===== src/hdl/gpqt_pkg.sv =====
// constants, types and codes of the grace-period tracker
package gpqt_pkg;

  localparam int FANOUT     = 64;
  localparam int MAX_LEAVES = 4;
  localparam int NEST_WIDTH = 8;
  localparam int CPU_SLOTS  = 256;

  localparam int CPU_W    = 8;
  localparam int KIND_W   = 2;
  localparam int COUNT_W  = 9;
  localparam int SEQ_W    = 32;
  localparam int LEAF_W   = (MAX_LEAVES > 1) ? $clog2(MAX_LEAVES) : 1;
  localparam int BIT_W    = $clog2(FANOUT);
  localparam int CPU_LIMIT = (MAX_LEAVES * FANOUT > CPU_SLOTS) ? CPU_SLOTS
                                                               : MAX_LEAVES * FANOUT;

  localparam logic [NEST_WIDTH-1:0] NEST_MAX = '1;

  // event kinds
  localparam logic [KIND_W-1:0] KIND_REQUEST = 2'd0;
  localparam logic [KIND_W-1:0] KIND_LOCK    = 2'd1;
  localparam logic [KIND_W-1:0] KIND_UNLOCK  = 2'd2;
  localparam logic [KIND_W-1:0] KIND_TICK    = 2'd3;

  // apb register map
  localparam int PADDR_W = 3;
  localparam int PDATA_W = 32;
  localparam logic [PADDR_W-3:0] REG_CPU_TOTAL = 1'b0;

  typedef logic [NEST_WIDTH-1:0] depth_t;
  typedef logic [MAX_LEAVES-1:0][FANOUT-1:0] leaf_masks_t;

  // write request into the nesting store
  typedef struct packed {
    logic             en;
    logic [CPU_W-1:0] addr;
    depth_t           data;
  } nest_wr_t;

endpackage


===== src/hdl/gpqt_if.sv =====
// request and result channels of the grace-period tracker
interface gpqt_event_if import gpqt_pkg::*; ();
  logic              valid;
  logic              ready;
  logic [KIND_W-1:0] kind;
  logic [CPU_W-1:0]  cpu_index;

  modport source (output valid, kind, cpu_index, input ready);
  modport sink (input valid, kind, cpu_index, output ready);
endinterface

interface gpqt_result_if import gpqt_pkg::*; ();
  logic             valid;
  logic             ready;
  logic [SEQ_W-1:0] sequence_number;
  logic             period_active;
  logic             period_finished;
  logic             reported;
  logic             nesting_fault;

  modport source (output valid, sequence_number, period_active, period_finished,
                  reported, nesting_fault, input ready);
  modport sink (input valid, sequence_number, period_active, period_finished,
                reported, nesting_fault, output ready);
endinterface


===== src/hdl/gpqt_nest_store.sv =====
// per-cpu read nesting depth store with registered read and reset-valid bits
module gpqt_nest_store import gpqt_pkg::*; (
  input  logic             clk,
  input  logic             rst,
  input  logic             rd_en,
  input  logic [CPU_W-1:0] rd_addr,
  output depth_t           rd_depth,
  input  nest_wr_t         wr
);

  depth_t               mem [CPU_SLOTS];
  logic [CPU_SLOTS-1:0] written;
  depth_t               rd_data;
  logic                 rd_written;

  always_ff @(posedge clk) begin
    if (wr.en) begin
      mem[wr.addr] <= wr.data;
    end
    if (rd_en) begin
      rd_data    <= mem[rd_addr];
      rd_written <= written[rd_addr];
    end
  end

  always_ff @(posedge clk) begin
    if (rst) begin
      written <= '0;
    end else if (wr.en) begin
      written[wr.addr] <= 1'b1;
    end
  end

  // entries never written since reset read as zero depth
  assign rd_depth = rd_written ? rd_data : '0;

endmodule


===== src/hdl/grace_period_quiescent_tree_unit.sv =====
// top level of the hierarchical grace-period quiescent-state tracker
//
// usage
//   events  : request channel, one event per request (kind, cpu_index);
//             kinds are grace-period request, read lock, read unlock, tick
//   results : one result per event: sequence number, period active,
//             period finished, reported, nesting fault
//   apb     : one register, the cpu total at byte address 0, written by the user
//             only while no request is in flight (not enforced); pready is always high
// timing
//   a request is taken into the input stage, its nesting depth is read from
//   the depth store at the same edge, and the whole update runs in the next
//   cycle into the result register unless results.ready holds it off; one
//   request per cycle sustained while results.ready stays high, set by the
//   read-modify-write of the depth store (forwarded between neighbours)
// reset
//   rst clears masks, sequence, pending flags, latched request and all
//   nesting depths (through the store's per-entry written bits); the cpu
//   total returns to 1; no clearing sweep is needed
// stalls
//   while results.ready is low the result register holds; one more request
//   waits in the input stage, after which events.ready drops
module grace_period_quiescent_tree_unit import gpqt_pkg::*; (
  input  logic                clk,
  input  logic                rst,
  gpqt_event_if.sink          events,
  gpqt_result_if.source       results,
  input  logic                psel,
  input  logic                penable,
  input  logic                pwrite,
  input  logic [PADDR_W-1:0]  paddr,
  input  logic [PDATA_W-1:0]  pwdata,
  output logic [PDATA_W-1:0]  prdata,
  output logic                pready
);

  // configuration register
  logic [COUNT_W-1:0] cpu_total;
  logic               reg_hit;

  assign pready  = 1'b1;
  assign reg_hit = (paddr[PADDR_W-1:2] == REG_CPU_TOTAL);
  assign prdata  = reg_hit ? PDATA_W'(cpu_total) : '0;

  always_ff @(posedge clk) begin
    if (rst) begin
      cpu_total <= COUNT_W'(1);
    end else if (psel && penable && pwrite && pready && reg_hit) begin
      cpu_total <= pwdata[COUNT_W-1:0];
    end
  end

  // tracker state
  leaf_masks_t          leaf_masks, leaf_masks_next;
  logic [MAX_LEAVES-1:0] root_mask, root_mask_next;
  logic [SEQ_W-1:0]     gp_sequence, gp_sequence_next;
  logic [CPU_SLOTS-1:0] pending, pending_next;
  logic                 request_latched, request_latched_next;

  // input stage
  logic              s1_valid;
  logic [KIND_W-1:0] s1_kind;
  logic [CPU_W-1:0]  s1_cpu;
  logic              s1_go;
  logic              in_fire;

  // last depth written, covers the store read that raced with it
  logic              fwd_valid;
  logic [CPU_W-1:0]  fwd_cpu;
  depth_t            fwd_depth;

  depth_t   store_depth;
  depth_t   depth;
  nest_wr_t nest_wr;

  assign s1_go        = s1_valid && (!results.valid || results.ready);
  assign events.ready = !s1_valid || s1_go;
  assign in_fire      = events.valid && events.ready;

  gpqt_nest_store u_nest (
    .clk      (clk),
    .rst      (rst),
    .rd_en    (in_fire),
    .rd_addr  (events.cpu_index),
    .rd_depth (store_depth),
    .wr       (nest_wr)
  );

  always_ff @(posedge clk) begin
    if (rst) begin
      s1_valid <= 1'b0;
    end else if (in_fire) begin
      s1_valid <= 1'b1;
    end else if (s1_go) begin
      s1_valid <= 1'b0;
    end
  end

  always_ff @(posedge clk) begin
    if (rst) begin
      s1_kind <= KIND_REQUEST;
      s1_cpu  <= '0;
    end else if (in_fire) begin
      s1_kind <= events.kind;
      s1_cpu  <= events.cpu_index;
    end
  end

  always_ff @(posedge clk) begin
    if (rst) begin
      fwd_valid <= 1'b0;
    end else if (nest_wr.en) begin
      fwd_valid <= 1'b1;
    end
  end

  always_ff @(posedge clk) begin
    if (nest_wr.en) begin
      fwd_cpu   <= nest_wr.addr;
      fwd_depth <= nest_wr.data;
    end
  end

  assign depth = (fwd_valid && fwd_cpu == s1_cpu) ? fwd_depth : store_depth;

  // masks loaded when a period starts, from the saturated cpu count
  logic [COUNT_W-1:0]    count_sat;
  leaf_masks_t           start_leaf;
  logic [MAX_LEAVES-1:0] start_root;
  logic [CPU_SLOTS-1:0]  start_pending;

  always_comb begin
    if (cpu_total == '0) begin
      count_sat = COUNT_W'(1);
    end else if (cpu_total > COUNT_W'(CPU_LIMIT)) begin
      count_sat = COUNT_W'(CPU_LIMIT);
    end else begin
      count_sat = cpu_total;
    end
    for (int l = 0; l < MAX_LEAVES; l++) begin
      start_root[l] = (count_sat > COUNT_W'(l * FANOUT));
      for (int j = 0; j < FANOUT; j++) begin
        start_leaf[l][j] = (COUNT_W'(l * FANOUT + j) < count_sat);
      end
    end
    for (int i = 0; i < CPU_SLOTS; i++) begin
      start_pending[i] = (COUNT_W'(i) < count_sat);
    end
  end

  // where the event's cpu sits in the tree
  logic [CPU_W-1:0]  leaf_full;
  logic              leaf_ok;
  logic [LEAF_W-1:0] leaf_sel;
  logic [BIT_W-1:0]  bit_idx;

  assign leaf_full = CPU_W'(s1_cpu / FANOUT);
  assign leaf_ok   = (leaf_full < CPU_W'(MAX_LEAVES));
  assign leaf_sel  = leaf_full[LEAF_W-1:0];
  assign bit_idx   = BIT_W'(s1_cpu % FANOUT);

  // single-pass event update
  logic do_report;
  logic start;
  logic fault;
  logic finished;

  always_comb begin
    leaf_masks_next      = leaf_masks;
    root_mask_next       = root_mask;
    gp_sequence_next     = gp_sequence;
    pending_next         = pending;
    request_latched_next = request_latched;
    do_report            = 1'b0;
    start                = 1'b0;
    fault                = 1'b0;
    finished             = 1'b0;
    nest_wr              = '0;
    nest_wr.addr         = s1_cpu;

    unique case (s1_kind)
      KIND_REQUEST: begin
        request_latched_next = 1'b1;
        start = (root_mask == '0);
      end
      KIND_LOCK: begin
        if (depth == NEST_MAX) begin
          fault = 1'b1;
        end else begin
          nest_wr.en   = 1'b1;
          nest_wr.data = depth + depth_t'(1);
        end
      end
      KIND_UNLOCK: begin
        if (depth == '0) begin
          fault = 1'b1;
        end else begin
          nest_wr.en   = 1'b1;
          nest_wr.data = depth - depth_t'(1);
          // outermost unlock of a pending cpu
          do_report = (depth == depth_t'(1)) && pending[s1_cpu];
        end
      end
      KIND_TICK: begin
        do_report = pending[s1_cpu] && (depth == '0);
      end
      default: begin
      end
    endcase

    if (do_report) begin
      pending_next[s1_cpu] = 1'b0;
      if (leaf_ok && leaf_masks[leaf_sel][bit_idx]) begin
        leaf_masks_next[leaf_sel][bit_idx] = 1'b0;
        if (leaf_masks_next[leaf_sel] == '0 && root_mask[leaf_sel]) begin
          root_mask_next[leaf_sel] = 1'b0;
          finished = (root_mask_next == '0);
        end
      end
      // back-to-back period when a request waits
      if (finished && request_latched) begin
        start = 1'b1;
      end
    end

    if (start) begin
      request_latched_next = 1'b0;
      gp_sequence_next     = gp_sequence + SEQ_W'(1);
      root_mask_next       = start_root;
      leaf_masks_next      = start_leaf;
      pending_next         = start_pending;
    end

    // no side effects unless the event really commits
    nest_wr.en = nest_wr.en && s1_go;
  end

  always_ff @(posedge clk) begin
    if (rst) begin
      leaf_masks      <= '0;
      root_mask       <= '0;
      gp_sequence     <= '0;
      pending         <= '0;
      request_latched <= 1'b0;
    end else if (s1_go) begin
      leaf_masks      <= leaf_masks_next;
      root_mask       <= root_mask_next;
      gp_sequence     <= gp_sequence_next;
      pending         <= pending_next;
      request_latched <= request_latched_next;
    end
  end

  // result register
  always_ff @(posedge clk) begin
    if (rst) begin
      results.valid <= 1'b0;
    end else if (s1_go) begin
      results.valid <= 1'b1;
    end else if (results.ready) begin
      results.valid <= 1'b0;
    end
  end

  always_ff @(posedge clk) begin
    if (s1_go) begin
      results.sequence_number <= gp_sequence_next;
      results.period_active   <= (root_mask_next != '0);
      results.period_finished <= finished;
      results.reported        <= do_report;
      results.nesting_fault   <= fault;
    end
  end

endmodule


===== src/flat_wrapper.sv =====
// flat-port wrapper written by rule: the top's interface ports become plain ports
module grace_period_quiescent_tree_unit_flat import gpqt_pkg::*;
  (clk, rst, psel, penable, pwrite, paddr, pwdata, prdata, pready, events_valid, events_kind, events_cpu_index, events_ready, results_valid, results_sequence_number, results_period_active, results_period_finished, results_reported, results_nesting_fault, results_ready);
  gpqt_event_if events_i ();
  gpqt_result_if results_i ();
  input  logic clk;
  input  logic rst;
  input  logic psel;
  input  logic penable;
  input  logic pwrite;
  input  logic [PADDR_W-1:0] paddr;
  input  logic [PDATA_W-1:0] pwdata;
  output logic [PDATA_W-1:0] prdata;
  output logic pready;
  input wire logic [$bits(events_i.valid)-1:0] events_valid;
  input wire logic [$bits(events_i.kind)-1:0] events_kind;
  input wire logic [$bits(events_i.cpu_index)-1:0] events_cpu_index;
  output wire logic [$bits(events_i.ready)-1:0] events_ready;
  output wire logic [$bits(results_i.valid)-1:0] results_valid;
  output wire logic [$bits(results_i.sequence_number)-1:0] results_sequence_number;
  output wire logic [$bits(results_i.period_active)-1:0] results_period_active;
  output wire logic [$bits(results_i.period_finished)-1:0] results_period_finished;
  output wire logic [$bits(results_i.reported)-1:0] results_reported;
  output wire logic [$bits(results_i.nesting_fault)-1:0] results_nesting_fault;
  input wire logic [$bits(results_i.ready)-1:0] results_ready;
  assign events_i.valid = events_valid;
  assign events_i.kind = events_kind;
  assign events_i.cpu_index = events_cpu_index;
  assign events_ready = events_i.ready;
  assign results_valid = results_i.valid;
  assign results_sequence_number = results_i.sequence_number;
  assign results_period_active = results_i.period_active;
  assign results_period_finished = results_i.period_finished;
  assign results_reported = results_i.reported;
  assign results_nesting_fault = results_i.nesting_fault;
  assign results_i.ready = results_ready;
  grace_period_quiescent_tree_unit u_core (.clk(clk), .rst(rst), .events(events_i), .results(results_i), .psel(psel), .penable(penable), .pwrite(pwrite), .paddr(paddr), .pwdata(pwdata), .prdata(prdata), .pready(pready));
endmodule

===== config.mk =====
export PLATFORM = sky130hd
export DESIGN_NAME = grace_period_quiescent_tree_unit_flat
export DESIGN_NICKNAME = d
export VERILOG_FILES = /design/src/hdl/gpqt_pkg.sv /design/src/hdl/gpqt_if.sv /design/src/hdl/gpqt_nest_store.sv /design/src/hdl/grace_period_quiescent_tree_unit.sv /design/src/flat_wrapper.sv
export SDC_FILE = /design/constraint.sdc
export NUM_CORES = 2
export LEC_CHECK = 0
export BUFFER_PORTS_ARGS = -buffer_cell sky130_fd_sc_hd__buf_2
export CORE_UTILIZATION = 55
export CTS_BUF_LIST = sky130_fd_sc_hd__clkbuf_16
export DETAILED_ROUTE_END_ITERATION = 8
export HOLD_SLACK_MARGIN = 0.1
export PLACE_DENSITY = 0.74
export SLEW_MARGIN = 10
export SYNTH_ARGS = -nofsm -noshare
export SYNTH_HDL_FRONTEND = slang
export SYNTH_SLANG_ARGS = --single-unit

===== constraint.sdc =====
create_clock -name clk -period 14.4 [get_ports clk]
set_input_delay 2.88 -clock clk [delete_from_list [all_inputs] [get_ports clk]]
set_output_delay 2.88 -clock clk [all_outputs]
set_load 0.1 [all_outputs]

* Word level (Yosys, flattened, before mapping)
Memories as Yosys holds them, arrays and structs flattened. A register that Yosys moved wholly into a read port is not among the register bits. Index checks and enable logic that the tools add are counted. W data, S select, Z words.
Word-level totals: word-level logic and storage cells 404, RAM bits 2048, memories 1, bits in registers 880, output and inout bits 71, input bits 52
Memory list:
- u_core.u_nest.mem | depth 256, width 8, read ports 1, clocked after Yosys merged registers in 1, wr ports 1, RTL line gpqt_nest_store.sv:11 | depth_t mem [CPU_SLOTS];
Operators by class: mux-type cells 60, $add $sub $neg 3, magnitude comparators 269, eq/ne operators 6, reduce and logical (&&, ||, !) cells 34, bitwise logic cells 8
Operator list (count):
- $mux W256 | 5
- $lt A8 B9 Y1 const A | 128
- $lt A7 B9 Y1 const A | 64
- $and A256 B256 Y256 | 2
- $not A256 Y256 | 2
- $lt A6 B9 Y1 const A | 32
- $bmux W64 S2 | 2
- $or A256 B256 Y256 | 1
- $mux W64 | 3
- $lt A5 B9 Y1 const A | 16
- $demux W64 S2 | 1
- $lt A4 B9 Y1 const A | 8
- $logic_not A64 Y1 | 1
- $lt A3 B9 Y1 const A | 4
- $add A32 B1 Y32 const B | 1
- $mux W32 | 1
- $mux W8 | 4
- $mux W9 | 3
- $mux W1 | 26
- $gt A9 B8 Y1 const B | 2
- $lt A1 B9 Y1 const A | 2
- $lt A2 B9 Y1 const A | 2
- $lt A8 B9 Y1 const B | 2
- $bmux W1 S8 | 2
- other kinds (37) | 66

* Longest topological paths before layout
depth after elaboration 20, depth in mapped cells 24, gate-level depth less buffers 17

* Cells and area by module
From an unflattened synthesis, not the netlist that was laid out.
Second synthesis, totals: cells, all modules 8739, area total of the unflattened synthesis 123773.7 µm²
Modules (own cells, without submodules):
- gpqt_nest_store | cells an instance 4732, instances 1, seq. area each 66894.2 µm², area an instance 89314.4 µm²
- grace_period_quiescent_tree_unit | cells an instance 4007, instances 1, seq. area each 12992.5 µm², area an instance 34459.3 µm²

* Worst setup path before layout
Ideal clock, no wire load.
path type reg-to-reg, start point register u_core.s1_cpu[1], end point register u_core.fwd_depth[3], data pin, library setup time 2.283 ns, setup slack -1.136 ns, data required time 12.117 ns, arrival time 13.252 ns, period minus slack after synthesis 15.536 ns, cell stages (with the launch flop) 18, path buffers 4, cell sequence dfxtp_1 -> buf_6 -> buf_6 -> buf_6 -> xnor2_1 -> nand4_1 -> nor3_4 -> buf_2 -> nor2_1 -> a21oi_1 -> inv_1 -> ha_1 -> or4b_1 -> nor3_1 -> nand2b_1 -> o21ai_0 -> o21ai_0 -> a21boi_0
RTL lines:
- start, declared | RTL line grace_period_quiescent_tree_unit.sv:63 | logic [CPU_W-1:0] s1_cpu;
- start signal, assigned | RTL line grace_period_quiescent_tree_unit.sv:105 | s1_cpu <= events.cpu_index;
- end signal, assigned | RTL line grace_period_quiescent_tree_unit.sv:120 | fwd_depth <= nest_wr.data;
- end, declared | RTL line grace_period_quiescent_tree_unit.sv:70 | depth_t fwd_depth;

* Final worst setup path
start point register u_core.s1_cpu[1], end point register u_core.leaf_masks[39] (netlist bit)
Between the ends: longest elaborated chain between the ends 20, elaborated cells on any way between the ends 39, classes of those cells order compare: 2; eq/ne: 2; mux: 21; bitwise: 2; reduce/logical: 12
Ends and longest elaborated chain:
- $lt A6 B7 Y1 (implied by the code) / $ge A6 B1 Y1 (equally long branches) | RTL line grace_period_quiescent_tree_unit.sv:214 | leaf_masks_next[leaf_sel][bit_idx] = 1'b0;
- $logic_and A1 B1 Y1 (implied by the code) | RTL line grace_period_quiescent_tree_unit.sv:214
- $mux W1 (implied by the code) | RTL line grace_period_quiescent_tree_unit.sv:214
- $demux W1 S6
- $mux W64 (implied by the code) | RTL line grace_period_quiescent_tree_unit.sv:214
- $demux W64 S2
- $not A256 Y256 (no line)
- $and A256 B256 Y256 (no line)
- (+4 left out)
- $mux W1 | RTL line grace_period_quiescent_tree_unit.sv:215 | if (leaf_masks_next[leaf_sel] == '0 && root_mask[leaf_sel]) begin
- $mux W1 | RTL line grace_period_quiescent_tree_unit.sv:213 | if (leaf_ok && leaf_masks[leaf_sel][bit_idx]) begin
- $mux W1 | RTL line grace_period_quiescent_tree_unit.sv:211 | if (do_report) begin
- $logic_and A1 B1 Y1 | RTL line grace_period_quiescent_tree_unit.sv:221 | if (finished && request_latched) begin
- $mux W1 | RTL line grace_period_quiescent_tree_unit.sv:221
- $mux W1 | RTL line grace_period_quiescent_tree_unit.sv:211
- $reduce_bool A2 Y1 (no line)
- $reduce_and A3 Y1 (no line)
- end signal, assigned | RTL line grace_period_quiescent_tree_unit.sv:246 | leaf_masks <= leaf_masks_next;
- end, declared | RTL line grace_period_quiescent_tree_unit.sv:54 | leaf_masks_t leaf_masks, leaf_masks_next;
Parallel ways exist; a longest one is shown, timed or not. The select of a mux whose other input is x is not followed. A chain may end at the register's enable or synchronous reset.

==> impl_metrics.py <==
metrics = {
    "status": {
        "status": "completed",
    },
    "yosys": {
        "synthArstFlopShare": 0,
        "ys_warn_count": 0,
        "yosys.area.top_type": "edfxtp_1",
        "synth_top_area_share": 0.516,
        "synthesis.area_um2": 123000,
        "syn_area_per_cell_um2": 15.5,
        "synth_edf_count": 2109,
        "syn_inst": 7900,
        "yosys-top-cells-area": "edfxtp_1 (52%), mux4_2 (16%), dfxtp_1 (13%)",
        "ys_ff_latch": 2936,
        "ys_seq_area_frac": 0.651,
        "ys.flop_type": "edfxtp_1",
        "synth.distinct_cells": 90,
    },
    "clocking": {
        "cts_setup_buffers": 0,
        "cts_buffer_depth": 4,
        "cts_tree": "yes",
        "htree_num_levels": 5,
        "postCtsHoldBufs": 0,
        "cts_resized": 0,
        "clk_latency_ps": 960,
        "clkTransAtPathRegs_ps": 60,
        "cts-root-buf": "clkbuf_16",
        "cts.sinks": 2936,
        "numCtsBuffers": 312,
    },
    "finish": {
        "syn_to_final_growth_pct": 11.7,
        "utilization": 0.621,
        "n_fill_cell": 15400,
        "final_common_cell": "edfxtp_1",
        "stdcell_count": 11200,
        "final_cell_mix": "edfxtp_1 (2,109), mux4_2 (849), dfxtp_1 (821), o21ai_0 (778), nor2_1 (489)",
        "finalNetCount": 8030,
        "drive_gt1_frac": 0.224,
    },
    "die": {
        "die_x_um": 474,
        "die_h_um": 474,
        "initial_utilization": 0.556,
        "dieArea_um2": 225000,
        "ioPinCount": 123,
        "rows": 172,
        "core_area_um2": 221000,
    },
    "place": {
        "gp_congestion": 1.04,
        "dp_slack_ps": 6050,
        "port_buffers": 73,
        "dp.cells": 10600,
        "dpl.hpwl_mm": 221,
    },
    "worst_setup_path": {
        "worst_setup_path_end_kind": "flip-flop",
        "crit_chain": "buf_12 > nand4bb_4 > buf_4 > buf_4 > o21ai_0 > nand4_1 > a2111oi_0 > nor2_1 > o31ai_2 > nand4_1 > nor4_4 > buf_4 > or3_4 > buf_4 > buf_4 > o21ai_0 > a22o_1",
        "crit_top_cell": "buf_4",
        "slowest_delay_ps": 1010,
        "worstPathRequired_ps": 15260,
        "critPathSlowestCell": "a2111oi_0",
        "cp-start-kind": "flip-flop",
        "path_class": "reg -> reg",
        "path_max_fanout": 128,
        "crit_arrival_ps": 9880,
    },
    "sta": {
        "hold_viol": 0,
        "worst_pin_slew_ps": 1370,
        "min_period_ps": 9020,
        "drv_slew": 0,
        "finalCritPeriodShare": 0.626,
        "fin_worst_skew_ps": 42.9,
        "worst_slack_ps": 5380,
        "fmax_ghz": 0.111,
        "rsz0062_at_grt": "no",
        "fin_tns_setup_ps": 0,
        "setup_violations": 0,
        "whs_ps": 455,
        "slew_headroom": 0.0891,
    },
    "routing": {
        "drt-total-wl_mm": 367,
        "vias_per_cell": 7.08,
        "dr.pass1.iters": 9,
        "drtIter0Drc": 12600,
        "antenna_left": 0,
        "drc": 0,
        "vias": 79100,
        "wl_per_cell_um": 32.8,
    },
    "pwr": {
        "cellLeakagePower_uw": 0.0463,
        "p_per_area_nw_per_um2": 132,
        "ir_drop_mv": 0.0886,
    },
    "grt": {
        "grt_first_pass_wirelength_mm": 530,
        "grt_usage": 0.324,
        "grt_pass1_vias": 76300,
        "grt-ovfl-total": 0,
        "grt_max_degree": 230,
        "grt_antenna_before_repair": 28,
    },
    "hold_path": {
        "hold_path_class": "reg -> reg",
    },
    "job": {
        "drv_cap": 0,
    },
}
critical path, delay by kind of cell, from the launching register on:
family | cells | cell delay, ps
buf+inv | 6 | 3500
compound gates | 5 | 2410
simple gates | 6 | 2000
flops | 1 | 660
state kept, by name, indices dropped and copies added, names as in the netlist, 4 cells and up:
| signal | cells |
|---|---|
| u_core.s1_cpu | 8 |
| u_core.root_mask | 4 |
| u_core.u_nest.written | 256 |
| u_core.gp_sequence | 32 |
| u_core.cpu_total | 9 |
| u_core.u_nest.mem | 2048 |
| u_core.pending | 256 |
| u_core.results.sequence_number | 32 |
| u_core.u_nest.rd_data | 8 |
| u_core.leaf_masks | 256 |
| u_core.fwd_depth | 8 |
| u_core.fwd_cpu | 8 |
per-stage QoR:
step                      total power (uW)  cell area, um2
after floorplan                      10000          123000
after global routing                 18500          137000
after CTS                            18100          137000
after global placement               10300          127000
after detailed placement             10400          127000
final                                18100          137000
area by class of cell:
class                   instances  area, um2  area share
multi-input cells            4245      39900       0.291
repair buffers                452       3410      0.0249
diodes                          9       22.5    0.000164
clock inverters               227       1890      0.0138
well taps                    2958       3700      0.0270
clock buffers                 322       8060      0.0588
inverters                      23       93.8    0.000685
flip-flops and latches       2936      79900       0.583
cells by family (layout without fill, tap and decap cells):
family          Yosys count  after routing  share of synthesized area
compound gates         1885           1885                      0.101
buf+inv                 741           1024                     0.0270
simple gates           1308           1308                     0.0510
fa+ha+maj                 8              8                   0.000816
mux                     961            961                      0.165
flops                  2936           2936                      0.651
other cells               2             33                  0.0000612
xor+xnor                 59             59                    0.00421
synthesized netlist by cell type, drive strengths merged (12+ instances only):
master	n
clkbuf	477
a21oi	141
mux2i	104
a31oi	21
nand4b	12
mux4	849
and3	18
o2bb2ai	216
and2	20
a21o	114
nand4	59
xnor2	31
o211ai	15
edfxtp	2109
o31ai	16
nand3	54
nor2b	24
or2	22
nor4	22
nor3	281
a22o	166
nand4bb	12
dfxtp	827
nand2	206
o21ai	800
nand2b	28
buf	241
nor2	498
a22oi	42
xor2	28
o21a	260
o22ai	22
a211oi	22
inv	22
where the power goes:
group	total (uW)	switching, uW	internal (uW)
clock network	7910	3280	4630
registers	9070	35.2	9030
logic	1160	789	368
total	18100	4110	14000
metal layers:
layer,vias to the layer above,wire length [um],share of wire,global-route usage
li1,31600,-,-,-
met5,-,158,0.00043,0
met3,1250,48200,0.13,0.0957
met1,40200,134000,0.36,0.438
met2,6045,163000,0.45,0.481
met4,16,21200,0.058,0.161
path summary, 6_finish.rpt:
kind | cells after the start | slack (ps) | endpoint | start
worst max register to register | 17 | 5380 | u_core.leaf_masks[39] | u_core.s1_cpu[1]
worst min register to register | 1 | 450 | u_core.pending[103] | u_core.pending[103]
worst min-delay path | 1 | 450 | u_core.pending[103] | u_core.pending[103]
worst max-delay path | 17 | 5380 | u_core.leaf_masks[39] | u_core.s1_cpu[1]
No activity file was read; power rests on OpenSTA's default activity.
